<file path="src/hw/rtl/quaternion_to_euler_angles_core_macros.svh">
// Assertion macros shared by the quaternion to Euler angle RTL.
`ifndef QUATERNION_TO_EULER_ANGLES_CORE_MACROS_SVH
`define QUATERNION_TO_EULER_ANGLES_CORE_MACROS_SVH

// Same-cycle implication, sampled on clk and switched off while rst_n is low.
`define Q2E_ASSERT_NOW(lbl, ante, cons, msg) \
  lbl: assert property (@(posedge clk) disable iff (!rst_n) (ante) |-> (cons)) \
    else $error(msg);

// Next-cycle implication, sampled on clk and switched off while rst_n is low.
`define Q2E_ASSERT_NEXT(lbl, ante, cons, msg) \
  lbl: assert property (@(posedge clk) disable iff (!rst_n) (ante) |=> (cons)) \
    else $error(msg);

`endif

</file>
<file path="src/hw/rtl/q2e_pkg.sv">
// Shared constants, types and the arctangent table of the quaternion to Euler angle core.
`default_nettype none
package q2e_pkg;

  localparam int IN_W    = 16;
  localparam int ROLL_W  = 16;
  localparam int PITCH_W = 15;
  localparam int YAW_W   = 16;

  localparam int IN_FRAC_BITS_DEF  = 14;
  localparam int OUT_FRAC_BITS_DEF = 7;
  localparam int CORDIC_STEPS_DEF  = 16;

  localparam int ANG_FRAC  = 24;
  localparam int MAX_STEPS = 32;

  // Normalised operand width: magnitudes sit in [2^56, 2^57).
  localparam int NORM_W     = 58;
  localparam int LSH_STAGES = 6;
  localparam int NORM_LAT   = LSH_STAGES + 1;

  // Rotator datapath and angle accumulator widths.
  localparam int CW = 60;
  localparam int ZW = 34;

  // Pitch sine in Q30 and the integer square root datapath.
  localparam int SW         = 32;
  localparam int SQ_W       = 62;
  localparam int SQRT_TOP   = 60;
  localparam int SQRT_STEPS = SQRT_TOP / 2 + 1;

  // atan(2^-i) in degrees, scaled by 2^ANG_FRAC, rounded.
  localparam int unsigned ATAN_DEG_TAB [MAX_STEPS] = '{
    754974720, 445687602, 235489088, 119537938, 60000934, 30029717,
    15018523, 7509720, 3754917, 1877466, 938734, 469367, 234684, 117342,
    58671, 29335, 14668, 7334, 3667, 1833, 917, 458, 229, 115, 57, 29,
    14, 7, 4, 2, 1, 0
  };

  typedef struct packed {
    logic signed [CW-1:0] x;
    logic signed [CW-1:0] y;
    logic signed [ZW-1:0] z;
    logic                 zero;
  } cordic_vec_t;

  typedef struct packed {
    logic        [SQ_W-1:0] rem;
    logic        [SQ_W-1:0] root;
    logic signed [SW-1:0]   s;
  } sqrt_vec_t;

endpackage
`default_nettype wire

</file>
<file path="src/hw/rtl/q2e_sqrt_cell.sv">
// One restoring step of the pipelined integer square root.
`default_nettype none
module q2e_sqrt_cell #(
  parameter int BIT_POS = 0
) (
  input  logic                  clk,
  input  q2e_pkg::sqrt_vec_t    cell_i,
  output q2e_pkg::sqrt_vec_t    cell_o
);
  import q2e_pkg::*;

  localparam logic [SQ_W-1:0] BIT_V = SQ_W'(1) << BIT_POS;

  sqrt_vec_t       cell_r;
  sqrt_vec_t       cell_nxt;
  logic [SQ_W-1:0] trial;

  assign trial = cell_i.root + BIT_V;

  always_comb begin
    cell_nxt = cell_i;
    if (cell_i.rem >= trial) begin
      cell_nxt.rem  = cell_i.rem - trial;
      cell_nxt.root = (cell_i.root >> 1) + BIT_V;
    end else begin
      cell_nxt.root = cell_i.root >> 1;
    end
  end

  always_ff @(posedge clk) begin
    cell_r <= cell_nxt;
  end

  assign cell_o = cell_r;

endmodule
`default_nettype wire

</file>
<file path="config.mk">
export PLATFORM = sky130hd
export DESIGN_NAME = q2e_sqrt_cell
export DESIGN_NICKNAME = d
export VERILOG_FILES = /design/src/hw/rtl/quaternion_to_euler_angles_core_macros.svh /design/src/hw/rtl/q2e_pkg.sv /design/src/hw/rtl/q2e_sqrt_cell.sv
export SDC_FILE = /design/constraint.sdc
export NUM_CORES = 1
export LEC_CHECK = 0
export BUFFER_PORTS_ARGS = -buffer_cell sky130_fd_sc_hd__buf_4
export CAP_MARGIN = 20
export CORE_ASPECT_RATIO = 1.25
export CORE_MARGIN = 8
export CORE_UTILIZATION = 56
export CTS_CLUSTER_SIZE = 20
export DETAILED_ROUTE_END_ITERATION = 7
export PLACE_DENSITY = 0.87
export SYNTH_ARGS = -nofsm -noshare
export SYNTH_HDL_FRONTEND = slang
export SYNTH_SLANG_ARGS = --single-unit
export TNS_END_PERCENT = 30
</file>
<file path="constraint.sdc">
create_clock -name clk -period 14.5 [get_ports clk]
set_input_delay 2.175 -clock clk [delete_from_list [all_inputs] [get_ports clk]]
set_output_delay 2.175 -clock clk [all_outputs]
set_load 0.005 [all_outputs]
</file>
Word level (Yosys, flattened, before mapping). Cells that the tools add are included.

Add/sub/neg operators: 3. $lt $le $gt $ge: 1. Muxes and demuxes: 2.

Operators by type and width (number): adder 61 x 1 -> 62 bit, second input constant (1); adder 62 x 1 -> 62 bit, second input constant (1); >= comparator 62 bit (1); 2-to-1 mux 62 bit (1); subtractor 62 bit (1); 2-to-1 mux 61 bit (1).

Bits in registers: 156. Bits of input ports: 157. Output and inout bits: 156. Logic and storage cells: 10.

Depth between registers and ports, before layout. Gate-level depths: netlist (run 1).

Depth after elaboration: 3. Mapped depth: 25. Gate-level depth less buffers: 20.

Least setup slack after synthesis (run 1). Ideal clock, no wire load.

Kind: input-to-reg. Start: in cell_i[35] (netlist name). End: reg cell_r (netlist bit cell_o[80]). Library setup time: 0.118 ns. Data arrival time: 6.324 ns. Required time: 14.382 ns. Setup slack: 8.058 ns. Cell stages on the path: 23. Buffers on the path: 3. Cells stage by stage: buf_2 -> nand3_1 -> nor2_1 -> nand3_1 -> nor2_1 -> nand2_1 -> or3_1 -> nor2b_1 -> nor2b_1 -> xnor2_1 -> ha_1 -> clkbuf_1 -> nand2_1 -> o21ai_1 -> a21o_1 -> a21oi_1 -> o21ai_0 -> and2_1 -> a21oi_2 -> o31a_1 -> buf_2 -> or4_1 -> xnor2_1.

RTL lines: start: declaration (RTL line q2e_sqrt_cell.sv:7) `input q2e_pkg::sqrt_vec_t cell_i,`; end signal: assignment (RTL line q2e_sqrt_cell.sv:31) `cell_r <= cell_nxt;`; end: declaration (RTL line q2e_sqrt_cell.sv:14) `sqrt_vec_t cell_r;`.

==> results of run 1 <==
## metrics by stage
step / power [uW] / instance area (sq um) / worst slack, ns / util [%]
2_1_floorplan: 707 / 9820 / 8.06 / -
3_3_place_gp: 878 / 12200 / 6.46 / 70.8
3_5_place_dp: 883 / 12200 / 6.31 / 70.8
4_1_cts: 1340 / 12900 / 6.75 / 74.3
5_1_grt: 1400 / 12900 / 6.09 / 74.4
6_report: 1340 / 12900 / 6.60 / 74.4
## layout by cell type, fill, tap and decap left out, types with 3 or more instances in the layout
cell type	count
a211oi_1	5
a21boi_0	3
a21o_1	35
a21oi_1	126
a221oi_1	3
a31oi_1	9
and2_1	4
and3_1	23
and4_1	4
buf_4	316
clkbuf_16	17
dfxtp_1	156
diode_2	4
ha_1	64
inv_1	26
inv_6	5
nand2_1	134
nand2b_1	6
nand3_1	48
nand3b_1	4
nand4_1	44
nor2_1	138
nor2b_1	10
nor3_1	27
nor4_1	11
o211ai_1	6
o21ai_0	37
o21ai_1	5
o21bai_1	18
o31ai_1	3
or2_2	4
or4_1	3
xnor2_1	96
xor2_1	82
## power breakdown
part | internal [uW] | switching (uW)
Clock | 260 | 203
Sequential | 476 | 14.7
Combinational | 181 | 210
Total | 917 | 428
## cells in the mapped netlist, drive strengths merged (3+ instances only)
cell,number,area (sq um)
nor4,12,90.1
nand3,48,240
a31oi,9,56.3
a21o,35,263
ha,64,801
o31ai,5,47.5
or2,4,25.0
o31a,3,26.3
inv,26,97.6
nor2,138,518
nand2,134,503
xor2,82,718
nand2b,6,37.5
a21boi,3,22.5
a211oi,5,37.5
o21bai,18,135
and3,25,166
nor2b,10,62.6
nor3,28,145
dfxtp,156,3120
or4,4,33.8
xnor2,96,841
a221oi,3,26.3
o21ai,42,210
and2,4,25.0
buf,28,139
and4,4,35.0
nand4,46,309
nand3b,4,30.0
a21oi,127,639
o211ai,6,45.0
clkbuf,25,95.1
## layer usage
metal,up-vias,GRT usage [%],part of all wire (%)
met5,-,0,0
met4,0,22.4,6.6
met3,162,8.45,9.4
met2,681,55.4,49
met1,4782,33.9,35
li1,4888,-,-
## worst min-delay path by stage
stage,from,to,cells after the start,slack (ns)
after floorplan,cell_i[0],cell_o[0],0,2.20
after global placement,cell_i[20],cell_o[20],1,2.28
after detailed placement,cell_i[17],cell_o[17],1,2.28
after CTS,cell_i[4],cell_o[4],1,1.83
after global routing,cell_i[17],cell_o[17],1,1.83
final,cell_i[22],cell_o[22],1,1.84
## kinds of logic after synthesis
kind of cell	after synthesis
compound gates	277
xor+xnor	178
fa+ha+maj	65
buf+inv	80
flops	156
mux	1
simple gates	472
## cell type report
type | count | area, sq um
Multi-Input combinational cell | 993 | 6370
Fill cell | 1370 | 4440
Sequential cell | 156 | 3120
Timing Repair Buffer | 316 | 2370
Clock buffer | 17 | 425
Tap cell | 224 | 280
Clock inverter | 15 | 178
Inverter | 27 | 101
Antenna cell | 4 | 10.0
==> run_results.csv, run 1 <==
group,metric,value,unit
status,status,"completed",
setup_path,crit_end,"cell_o[89]",
timing,setup_tns,0,ns
detailed_routing,vias,10500,
yosys,synth_edf_count,0,
setup_path,path_max_fanout,59,
yosys,syn-cell-area,9820,sq um
setup_path,crit_buf_inv,2,
yosys,yosysUniqueCellTypes,64,
setup_path,required,14.82,ns
floorplanning,die_x,134,um
floorplanning,dieArea,22100,sq um
setup_path,path_cells,"buf_4 -> nand2_1 -> nor2_1 -> nand3_1 -> nor2_1 -> nand2_1 -> nor3_1 -> xnor2_1 -> ha_1 -> nand4_1 -> nor4b_2 -> nand2b_1 -> o2111ai_2 -> a21oi_2 -> o31ai_4 -> buf_4 -> nand4_1 -> xnor2_1",
setup_path,path_delay_family,"simple AND/OR/NAND/NOR gates",
setup_path,critPathLaunch,"cell_i[36]",
layout,final_nets,1733,
timing,tightest_slew,0.947,ns
pwr,power_density,105,nW/um^2
layout,layout-drive-gt1-share,24.3,%
timing,rsz0062_at_grt,"no",
yosys,ys_seq_elements,156,
detailed_routing,ant_nets,0,
detailed_routing,drt_first_pass_iters,6,
layout,finalNonFillerCells,1752,
timing,max_freq,127,MHz
clock_network,clock_sinks,156,
yosys,async_flop_share,0,%
place,port_buffers,312,
detailed_routing,vias_per_cell,6.00,
timing,fin_crit_sh,54.5,%
timing,relSlewSlack,36.9,%
setup_path,slowest_stage,"o31ai_4",
detailed_routing,drc,0,
timing,final.min_clock_period,7.90,ns
clock_network,postCtsSetupBuffers,0,
yosys,synth_top_family_by_area,"simple AND/OR/NAND/NOR gates",
clock_network,hold_buffers,0,
clock_network,cts_tree,"yes",
min_path,hold_class,"primary input to flip-flop",
yosys,synthesis.nets,1451,
setup_path,worst_setup_path_start_kind,"primary input",
setup_path,path_depth,18,
floorplanning,core,17300,sq um
grt,grt_pass1_vias,10400,
clock_network,h-tree-depth,4,
grt,overflow,0,
timing,holdWs,1.84,ns
yosys,synth_area_per_cell,7.99,sq um
setup_path,crit_type,"primary input to flip-flop",
setup_path,crit_arrival,8.22,ns
yosys,yosys.area_share.simple,23.1,%
yosys,synthXorXnorAreaFrac,15.9,%
job,drv_cap,0,
timing,finalSetupViolCount,0,
clock_network,cts-root-buf,"clkbuf_16",
floorplanning,rows,54,
floorplanning,ios,313,
layout,largest_reg_flops,156,
grt,grt_max_degree,60,
yosys,synth_compound_area_share,17.3,%
place,place.gp.congestion,1.09,
yosys,muxShareOfSynthArea,0.115,%
floorplanning,fp.dieH,164,um
clock_network,max-clock-path-buffers,2,
yosys,ys.flop_type,"dfxtp_1",
grt,antenna_found_initial,4,
clock_network,cts_inserted_buffers,17,
pwr,ir_drop,0.0780,mV
grt,grt_usage,32.2,%
timing,hold_viol,0,
layout,syn2layout_area_growth,31.0,%
yosys,synth-adder-area-share,8.36,%
timing,slew_violations,0,
yosys,syn_inst,1229,
clock_network,cts.clk_slew.worst_paths,0.07,ns
pwr,leakagePower,0.00565,uW
detailed_routing,drt_iter0_drc,989,
yosys,seq_area_frac_synth,31.8,%
clock_network,postCtsResizedCells,0,
setup_path,cp_slowest_stage_delay,0.84,ns
place,dpl.cell_count,1716,
floorplanning,start_util,56.8,%
place,dpl.hpwl,29600,um
yosys,yosysWarnings,0,
setup_path,endpoint_kind,"flip-flop",
detailed_routing,routedWlPerCell,21.0,um
detailed_routing,drt_wl_total,36800,um
grt,grt_pass1_wl,55700,um
(Power assumes the default switching activity.)
==> inputs of run 2 (changes only) <==
Settings changed: CORE_UTILIZATION 56 to 47, PLACE_DENSITY 0.87 to 0.78.
Clock period 14.5 ns to 6.8 ns, I/O delays scaled along.
==> run 2 against run 1 <==
  * Routed wire length is 3.5% higher
  * Clock power is 120% higher
  * Combinational power is 120% higher
  * Critical endpoint is now cell_o[41]
==> run_results.csv, run 2 (synthesis gave the netlist of run 1 again) <==
group,metric,value,unit
pwr,ir_drop,0.175,mV
clock_network,cts_inserted_buffers,17,
floorplanning,ios,313,
grt,grt_usage,28.6,%
detailed_routing,drt_wl_total,38100,um
pwr,clkPwrFrac,34.9,%
layout,final_nets,1741,
layout,layout-drive-gt1-share,24.7,%
detailed_routing,drt_first_pass_iters,5,
layout,syn2layout_area_growth,32.8,%
timing,slew_violations,0,
clock_network,postCtsResizedCells,0,
clock_network,postCtsSetupBuffers,0,
setup_path,crit_arrival,6.49,ns
timing,rsz0062_at_grt,"no",
grt,antenna_found_initial,5,
job,drv_cap,0,
floorplanning,core,20700,sq um
pwr,internal-power,1970,uW
timing,setup_tns,0,ns
floorplanning,fp.dieH,178,um
grt,grt_max_degree,74,
setup_path,worst_setup_path_start_kind,"primary input",
pwr,combPwrFrac,29.0,%
timing,relSlewSlack,39.1,%
place,port_buffers,312,
min_path,hp-start,"cell_i[15]",
detailed_routing,vias_per_cell,5.71,
clock_network,h-tree-depth,4,
place,place.gp.congestion,1.01,
clock_network,max-clock-path-buffers,2,
floorplanning,die_x,145,um
grt,overflow,0,
layout,final_common_cell,"buf_4",
place,dpl.hpwl,31000,um
clock_network,cts-root-buf,"clkbuf_16",
detailed_routing,routedWlPerCell,21.0,um
layout,largest_reg_flops,156,
timing,fin_crit_sh,90.3,%
status,status,"completed",
setup_path,endpoint_kind,"flip-flop",
clock_network,clock_sinks,156,
pwr,power_frac_seq,36.0,%
setup_path,crit_type,"primary input to flip-flop",
detailed_routing,ant_nets,0,
setup_path,required,7.15,ns
timing,tightest_slew,0.910,ns
grt,grt_pass1_wl,58200,um
setup_path,critPathLaunch,"cell_i[35]",
timing,hold_viol,0,
grt,grt_pass1_vias,10500,
layout,final_cell_mix,"buf_4, dfxtp_1, nor2_1",
timing,finalSetupViolCount,0,
floorplanning,dieArea,25800,sq um
pwr,power_density,223,nW/um^2
place,dpl.cell_count,1774,
detailed_routing,drt_iter0_drc,879,
min_path,hold_class,"primary input to flip-flop",
pwr,switchingPower,929,uW
setup_path,path_max_fanout,31,
detailed_routing,vias,10300,
floorplanning,start_util,47.5,%
detailed_routing,drc,0,
layout,finalNonFillerCells,1811,
clock_network,hold_buffers,0,
floorplanning,rows,59,
clock_network,cts_tree,"yes",
timing,final.min_clock_period,6.14,ns
clock_network,cts.clk_slew.worst_paths,0.07,ns
pwr,swShare,32.0,%
timing,max_freq,163,MHz
pwr,leakagePower,0.00570,uW
[run 2: metrics by stage]
step | hold WS (ns) | area (sq um) | worst slack, ns | utilization, % | total power, uW
final | 0.684 | 13000 | 0.661 | 63.1 | 2900
after global routing | 0.666 | 13000 | 0.180 | 63.1 | 3030
after CTS | 0.668 | 13000 | 0.779 | 63.0 | 2910
after detailed placement | 1.13 | 12400 | 0.405 | 60.0 | 1900
after global placement | 1.12 | 12400 | 0.584 | 60.0 | 1900
after floorplan | 1.05 | 9820 | 1.51 | - | 1510
[run 2: routing by layer]
layer	wire, um	vias to the layer above	global-route usage (%)
met5	0	-	0
met4	1900	0	16.1
met3	2730	104	6.94
met2	18800	525	50.1
met1	14700	4817	31.4
li1	-	4903	-
[run 2: final timing paths]
| path | endpoint | cells after the start |
|---|---|---|
| worst max-delay path | cell_o[41] | 20 |
| worst min-delay path | cell_o[15] | 1 |
[run 2: power groups by stage]
| stage | sequential, uW | combinational, uW | clock (uW) |
|---|---|---|---|
| 6_report | 1050 | 843 | 1010 |
| 3_3_place_gp | 1070 | 830 | 0 |
| 3_5_place_dp | 1070 | 832 | 0 |
| 4_1_cts | 1050 | 838 | 1030 |
| 2_1_floorplan | 1070 | 432 | 0 |
| 5_1_grt | 1060 | 913 | 1060 |
[run 2: critical path, stage by stage]
cell and delay, ns:
buf_4 0.13, nand3_1 0.12, nor2_1 0.31, nand3_1 0.25, nor2_1 0.44, nand2_1 0.26, nor3_1 0.56, nand3_1 0.25
xor2_1 0.20, ha_1 0.38, nand4_1 0.27, or4_1 0.59, nor2_1 0.14, nand4_1 0.12, nand3b_1 0.17, o21ba_2 0.20
o31a_2 0.33, buf_12 0.27, nor3_1 0.26, xor2_1 0.19
[run 2: layout make-up]
cell class / instances / area [sq um]
fillers: 1871 / 7630
diodes: 5 / 12.5
multi-input cells: 993 / 6370
inverters: 27 / 101
well taps: 274 / 343
clock buffers: 18 / 439
repair buffers: 324 / 2470
flip-flops and latches: 156 / 3120
clock inverters: 14 / 178
